--- config.mk ---
export PLATFORM = sky130hd
export DESIGN_NAME = pip_vertex_mem
export DESIGN_NICKNAME = d
export VERILOG_FILES = /design/src/sv/pip_pkg.sv /design/src/sv/pip_vertex_mem.sv
export SDC_FILE = /design/constraint.sdc
export NUM_CORES = 1
export LEC_CHECK = 0
export ABC_AREA = 1
export BUFFER_PORTS_ARGS = -buffer_cell sky130_fd_sc_hd__buf_2
export CORE_MARGIN = 8
export CORE_UTILIZATION = 56
export CTS_BUF_LIST = sky130_fd_sc_hd__clkbuf_16
export DETAILED_ROUTE_END_ITERATION = 16
export PLACE_DENSITY_LB_ADDON = 0.25
export SYNTH_ARGS = -nofsm -noshare
export SYNTH_HDL_FRONTEND = slang
export SYNTH_SLANG_ARGS = --single-unit
--- constraint.sdc ---
create_clock -name clk -period 2.9 [get_ports clk]
set_clock_uncertainty 0.2 [all_clocks]
set_input_delay 0.29 -clock clk [delete_from_list [all_inputs] [get_ports clk]]
set_output_delay 0.29 -clock clk [all_outputs]
set_load 0.02 [all_outputs]
--- src/sv/pip_pkg.sv ---
`default_nettype none
package pip_pkg;

  localparam int MAX_VERTICES = 16;
  localparam int COORD_BITS   = 16;
  localparam int CNT_W        = $clog2(MAX_VERTICES + 1);
  localparam int IDX_W        = $clog2(MAX_VERTICES);
  localparam int DIFF_W       = COORD_BITS + 1;
  localparam int PROD_W       = 2 * DIFF_W;
  localparam int HELD_W       = 5;
  localparam int OP_W         = 2;

  localparam logic [OP_W-1:0] OP_CLEAR  = 2'd0;
  localparam logic [OP_W-1:0] OP_APPEND = 2'd1;
  localparam logic [OP_W-1:0] OP_QUERY  = 2'd2;

  typedef logic signed [COORD_BITS-1:0] coord_t;
  typedef logic signed [DIFF_W-1:0]     diff_t;
  typedef logic signed [PROD_W-1:0]     prod_t;

  // Vertex store access: one address, write or registered read.
  typedef struct packed {
    logic             we;
    logic             re;
    logic [IDX_W-1:0] addr;
  } vmem_req_t;

endpackage
`default_nettype wire

--- src/sv/pip_vertex_mem.sv ---
`default_nettype none
module pip_vertex_mem (
  input  logic               clk,
  input  pip_pkg::vmem_req_t req,
  input  pip_pkg::coord_t    wr_x,
  input  pip_pkg::coord_t    wr_y,
  output pip_pkg::coord_t    rd_x,
  output pip_pkg::coord_t    rd_y
);

  pip_pkg::coord_t mem_x [pip_pkg::MAX_VERTICES];
  pip_pkg::coord_t mem_y [pip_pkg::MAX_VERTICES];
  pip_pkg::coord_t rd_x_r;
  pip_pkg::coord_t rd_y_r;

  always_ff @(posedge clk) begin
    if (req.we) begin
      mem_x[req.addr] <= wr_x;
      mem_y[req.addr] <= wr_y;
    end
    if (req.re) begin
      rd_x_r <= mem_x[req.addr];
      rd_y_r <= mem_y[req.addr];
    end
  end

  assign rd_x = rd_x_r;
  assign rd_y = rd_y_r;

endmodule
`default_nettype wire

# [Word level (Yosys, flattened, before mapping)]
# Memories as Yosys holds them, arrays and structs flattened. A register that Yosys moved wholly into a read port is not among the register bits.
# Index checks and enable logic that the tools add are counted.
[word_totals] word_cells=4 ramBits=512 reg_bits=0 inputBits=39 mem_count=2 output_inout_bits=32
[op_classes] mux=2
[mem_list] memory="mem_x" depth=16 width=16 rd=1 rd_clocked_by_memory_dff=1 wr=1 line_no="pip_vertex_mem.sv:11" rtl="pip_pkg::coord_t mem_x [pip_pkg::MAX_VERTICES];"
[mem_list] memory="mem_y" depth=16 width=16 rd=1 rd_clocked_by_memory_dff=1 wr=1 line_no="pip_vertex_mem.sv:12" rtl="pip_pkg::coord_t mem_y [pip_pkg::MAX_VERTICES];"
[op_table] operator="two-way mux 1 bit" n=2

# [Depth between registers and ports, before layout]
# Gate-level depths: netlist (run 1).
[logic_depth] word_depth=2 mapped_depth=12 depth_no_buf=9

# [Least setup slack after synthesis (run 1)]
# No wires, ideal clock.
[synth_path] path_kind="in2reg" from="input port req[1] (netlist name)" to="memory mem_x[5][0] (netlist name) (enable)" required_time_ns=2.279 slack_ns=-0.084 arrival_ns=2.363 setup_ns=0.421 path_buffers=3 cell_stages=6 cell_sequence="buf_2 > inv_1 > buf_2 > buf_2 > nand3_1 > nor2_1"
[synth_lines] element="start, declared" line_no="pip_vertex_mem.sv:4" rtl="input pip_pkg::vmem_req_t req,"
[synth_lines] element="end, declared" line_no="pip_vertex_mem.sv:11"
# Straight into the memory's write port.

# [Final worst setup path (run 1)]
[layout_path] from="register rd_y_r[10], in the netlist rd_y[10] (read register of mem_y)" to="output port rd_y[10]"
[layout_lines] element="start, declared" line_no="pip_vertex_mem.sv:14" rtl="pip_pkg::coord_t rd_y_r;"
[layout_lines] element="end, declared" line_no="pip_vertex_mem.sv:8" rtl="output pip_pkg::coord_t rd_y"
# No word-level cell between the ends.

==> flow_metrics.tcl, run 1 <==
set metrics [dict create \
    die_h_um 216.6 \
    slowest_delay_ps 500 \
    period_share_pct 61.43 \
    drt_pre_antenna_iters 5 \
    final_nets 2249 \
    grt_overflow 0 \
    grt.total_usage_pct 21.95 \
    place_ws_ps 551.2 \
    path_buf_inv 1 \
    clk_latency_ps 600 \
    vias_per_cell 5.208 \
    finalHoldViolCount 0 \
    grt_max_degree 153 \
    cp.required_ps 2410 \
    crit_fanout 1 \
    syn_area_per_cell_um2 10.66 \
    drv_slew 0 \
    critPathLaunchType "flip-flop" \
    max_cap_violations 0 \
    met3_length_um 4265 \
    yosys_warnings 0 \
    worst_slack_ps 1118 \
    leakage_nw 10.79 \
    cts_buffers 54 \
    crit_slowest_cell "edfxtp_1" \
    crit_family "flip-flops" \
    end_kind "primary output" \
    cp_cell_sequence "buf_2" \
    total_power_mw 16.78 \
    min_path_type "in -> reg" \
    drive_above_1_share_pct 8.848 \
    hold_buffers 32 \
    post_cts_resize_count 0 \
    wl_um 51510 \
    syn_inst 2113 \
    synth_seq_cells 544 \
    tightest_slew_ps 788.7 \
    start_util_pct 56.72 \
    vias 14450 \
    critical_path_class "reg -> out" \
    io_pins 71 \
    drtIter0Drc 1241 \
    rows 73 \
    syn_area_um2 22530 \
    routed-wl-met2_um 24710 \
    drc 0 \
    clkTransAtPathRegs_ps 60 \
    grt_pass1_wl_um 79840 \
    clockBufferDepth 3 \
    finalCriticalPeriod_ps 1782 \
    die_area_um2 46910 \
    die_x_um 216.6 \
    grt_pass1_vias 14420 \
    clock-sinks 544 \
    slew_headroom_pct 47.42 \
    rsz0062_at_grt "no" \
    powerDensity_nw_per_um2 657.2 \
    antenna_found_initial 1 \
    fillCellCount 3060 \
    fmax_mhz 561.3 \
    fin_util_pct 64.25 \
    cp.arrival_ps 1290 \
    dp_hpwl_um 25780 \
    place.gp.congestion 0.7797 \
    cts_tree "done" \
    synth.net_count 2152 \
    wl_per_cell_um 18.57 \
    synth_cell_types 12 \
    cts-root-buf "clkbuf_16" \
    portBuffers 70 \
    status "completed" \
    top_layer_used "met5" \
    core_um2 39730 \
    vdd_drop_max_v 0.0004983 \
    wl_met1_um 21180 \
    seq_area_frac_synth_pct 72.49 \
    h-tree-depth 2 \
    setup_viol 0 \
    cts_setup_buffers 0 \
    diodes 0 \
    drtAntennaViolNets 0 \
    syn2layout_area_growth_pct 13.29 \
]
cell usage after synthesis (all sizes together):
library cell	instances	area (µm²)
buf	88	629.4
clkbuf	10	37.54
edfxtp	544	16340
inv	71	271.5
nand2	1378	5172
nand3	4	20.02
nor2	18	67.56
layout by cell type, fill, tap and decap left out:
cell	netlist	layout
buf_12	0	15
buf_2	41	68
buf_4	17	23
buf_6	23	1
bufinv_16	0	5
clkbuf_16	0	57
clkinv_1	0	11
clkinv_2	0	8
clkinv_4	0	1
dlygate4sd3_1	0	32
edfxtp_1	544	544
inv_1	70	81
inv_4	0	1
inv_6	1	1
inv_8	0	1
nand2_1	1378	1378
nand3_1	4	4
nor2_4	0	18
layer usage:
metal | vias up | track usage [%]
li1 | 6978 | -
met1 | 6836 | 28.75
met2 | 532 | 36.55
met3 | 100 | 4.415
met4 | 2 | 7.169
met5 | - | 0
where the power goes:
part	switching [mW]	total (mW)	internal (mW)
combinational	0.776	1.08	0.300
sequential	0.0490	8.91	8.86
clock	2.83	6.79	3.96
total	3.66	16.8	13.1
state kept, by name (all words and copies together), names as in the netlist:
| register | flops |
|---|---|
| mem_x | 256 |
| mem_y | 256 |
| rd_x | 16 |
| rd_y | 16 |
worst register-to-register path, cell delays in order, from the launching register on:
cell,delay (ps)
edfxtp_1,370
nand2_1,80
nand2_1,50
nand2_1,50
nand2_1,90
nand2_1,60
nand2_1,110
inv_1,70
nand2_1,60
path summary, 6_finish.rpt:
kind                 from  slack [ps]  cells after the start  endpoint
min                req[4]         160                      2  rd_y[15]
max              rd_y[10]        1120                      1  rd_y[10]
max reg2reg  mem_y[12][0]        1510                      8   rd_y[0]
min reg2reg   mem_x[0][3]         560                      8   rd_x[3]
cells by family (layout without fill, tap and decap cells):
logic type,Yosys count,in the layout,share of synthesized area (%)
flip-flops,544,544,72.49
AND/OR/NAND/NOR,1400,1400,23.34
buffers and inverters,169,305,4.164
cell type report:
type | instances | area, µm² | area share [%]
flip-flops and latches | 544 | 16340 | 63.99
clock inverters | 38 | 296.5 | 1.162
multi-input cells | 1400 | 5395 | 21.13
well taps | 525 | 656.9 | 2.573
repair buffers | 139 | 1145 | 4.484
inverters | 71 | 274.0 | 1.073
clock buffers | 57 | 1426 | 5.587
per-stage QoR:
stage,setup TNS [ps],hold WS (ps),area [µm²],instances
after global placement,0,472.7,23490,2647
after CTS,0,142.6,25530,2774
after floorplan,-20560,188.9,22540,2113
after global routing,0,154.1,25530,2774
after detailed placement,0,482.6,23490,2647
final,0,164.9,25530,2774
No activity file was read; power rests on OpenSTA's default activity.
==> run 2, diff against run 1 <==
- ABC_AREA: 1 -> 0
- CORE_UTILIZATION: 56 -> 55
- clock period: 2.9 -> 1.45 ns (I/O delays scaled with it)
==> flow_metrics.tcl, run 2 <==
set metrics [dict create \
    crit_fanout 1 \
    synth_cell_types 16 \
    dp_hpwl_um 25090 \
    h-tree-depth 2 \
    critical_path_class "reg -> reg" \
    cts_buffers 51 \
    io_pins 71 \
    syn_inst 840 \
    max_cap_violations 0 \
    finalHoldViolCount 0 \
    seq_area_frac_synth_pct 80.94 \
    start_util_pct 55.53 \
    cp_cell_sequence "mux4_2 > a22oi_2 > nand2_1" \
    yosysTopAreaCell "edfxtp_1" \
    die_h_um 207.6 \
    die_area_um2 43080 \
    setup_viol 49 \
    clkTransAtPathRegs_ps 60 \
    crit_slowest_cell "mux4_2" \
    wl_per_cell_um 28.17 \
    synth.net_count 879 \
    tightest_slew_ps 797.3 \
    grt_pass1_wl_um 65520 \
    slew_headroom_pct 46.72 \
    clk_latency_ps 560 \
    diodes 0 \
    worst_slack_ps -167.8 \
    synth_top_area_share_pct 80.94 \
    path_buf_inv 0 \
    syn_area_per_cell_um2 24.03 \
    syn_area_um2 20180 \
    critPathLaunchType "flip-flop" \
    setup_tns_ps -3822 \
    reg_top3 "mem_x x256, mem_y x256" \
    vdd_drop_max_v 0.001087 \
    crit_family "multiplexers" \
    timing.hold.ws_ps 42.52 \
    antenna_found_initial 0 \
    synth_seq_cells 544 \
    synth_edf_count 544 \
    drtAntennaViolNets 0 \
    clock-sinks 544 \
    instances_no_fill 1555 \
    final_nets 1085 \
    synth_area_leaders "edfxtp_1, mux4_2, a22oi_1" \
    total_power_mw 32.99 \
    final_area_um2 24730 \
    cts_setup_buffers 0 \
    powerDensity_nw_per_um2 1334 \
    drv_slew 0 \
    cts-root-buf "clkbuf_16" \
    vias 9561 \
    min_path_type "in -> reg" \
    layout_commonest_cell "edfxtp_1" \
    rsz0062_at_grt "yes" \
    vias_per_cell 6.149 \
    yosys_warnings 0 \
    place.gp.congestion 0.7279 \
    fin_util_pct 68.03 \
    grt.total_usage_pct 20.44 \
    cp.required_ps 1560 \
    clockBufferDepth 3 \
    cp.arrival_ps 1730 \
    yosys_most_used_dff "edfxtp_1" \
    grt_max_degree 33 \
    slowest_delay_ps 520 \
    period_share_pct 111.6 \
    synth.most_common_cell "edfxtp_1" \
    fmax_mhz 618.1 \
    violations "negative setup slack" \
    syn2layout_area_growth_pct 22.52 \
    die_x_um 207.6 \
    drive_above_1_share_pct 40.94 \
    synth_common_cells "edfxtp_1, mux4_2, a22oi_1, nand2_1, clkbuf_1" \
    portBuffers 70 \
    end_kind "flip-flop" \
    drtIter0Drc 908 \
    drt_pre_antenna_iters 5 \
    core_um2 36350 \
    finalCriticalPeriod_ps 1618 \
    drc 0 \
    place_ws_ps -580.8 \
    synthArstFlopShare_pct 0 \
    placed_area_um2 22290 \
    wl_um 43810 \
    status "finished, violations left" \
    cts_tree "done" \
    dp_cells 1428 \
    leakage_nw 8.070 \
    mostFrequentLayoutCells "edfxtp_1, mux4_2, a22oi_2" \
    grt_pass1_vias 9976 \
    rows 70 \
    grt_overflow 0 \
]
-- run 2: cell count changes after synthesis, sizes merged, moves of 3 or more --
| cell | delta |
|---|---|
| nand3 | -3 |
| nand2 | -1345 |
| inv | -71 |
| buf | -66 |
| mux4 | +128 |
| a22oi | +64 |
| clkbuf | +13 |
| nor2 | -5 |
| nor3 | +4 |
-- run 2: power breakdown --
part / internal (mW) / switching, mW
clock: 7.62 / 5.46
combinational: 0.973 / 1.11
sequential: 17.7 / 0.117
total: 26.3 / 6.69
-- run 2: path summary, 6_finish.rpt --
path	startpoint	endpoint	slack [ps]	depth (start not counted)
hold reg to reg	mem_x[4][5]	rd_x[5]	530	3
setup reg to reg	mem_x[11][13]	rd_x[13]	-170	3
setup / recovery	mem_x[11][13]	rd_x[13]	-170	3
hold / removal	req[1]	rd_y[0]	40	4
-- run 2: metal layers --
layer,wire length (µm),global-route usage [%],vias to the layer above
li1,-,-,4033
met1,17790,27.16,5119
met2,22510,35.08,344
met3,2624,3.291,65
met4,887,5.472,0
met5,0,0,-
-- run 2: worst min-delay path, stage by stage --
cell	delay, ps
buf_6	170
mux4_2	250
a22oi_2	50
nand2_1	80
-- run 2: logic make-up after synthesis --
family / share of synthesized area [%]
buffers and inverters: 1.147
DFF: 80.94
and+or+nand+nor: 1.252
muxes: 14.28
AOI/OAI and AO/OA: 2.381
-- run 2: layout make-up --
class                           count  area (µm²)
Multi-Input combinational cell    251        4068
Clock inverter                     43       369.1
Sequential cell                   544       16340
Tap cell                          468       585.6
Timing Repair Buffer              198        2095
Clock buffer                       51        1276
Fill cell                        2207       11620
-- run 2: what timing repair did --
item                                   in CTS  in global routing
setup endpoints to repair                  57                 65
endpoints found under the hold margin     544                  0
pin swaps                                  59                  8
resized for setup                          88                 28
hold buffers                               33                  0
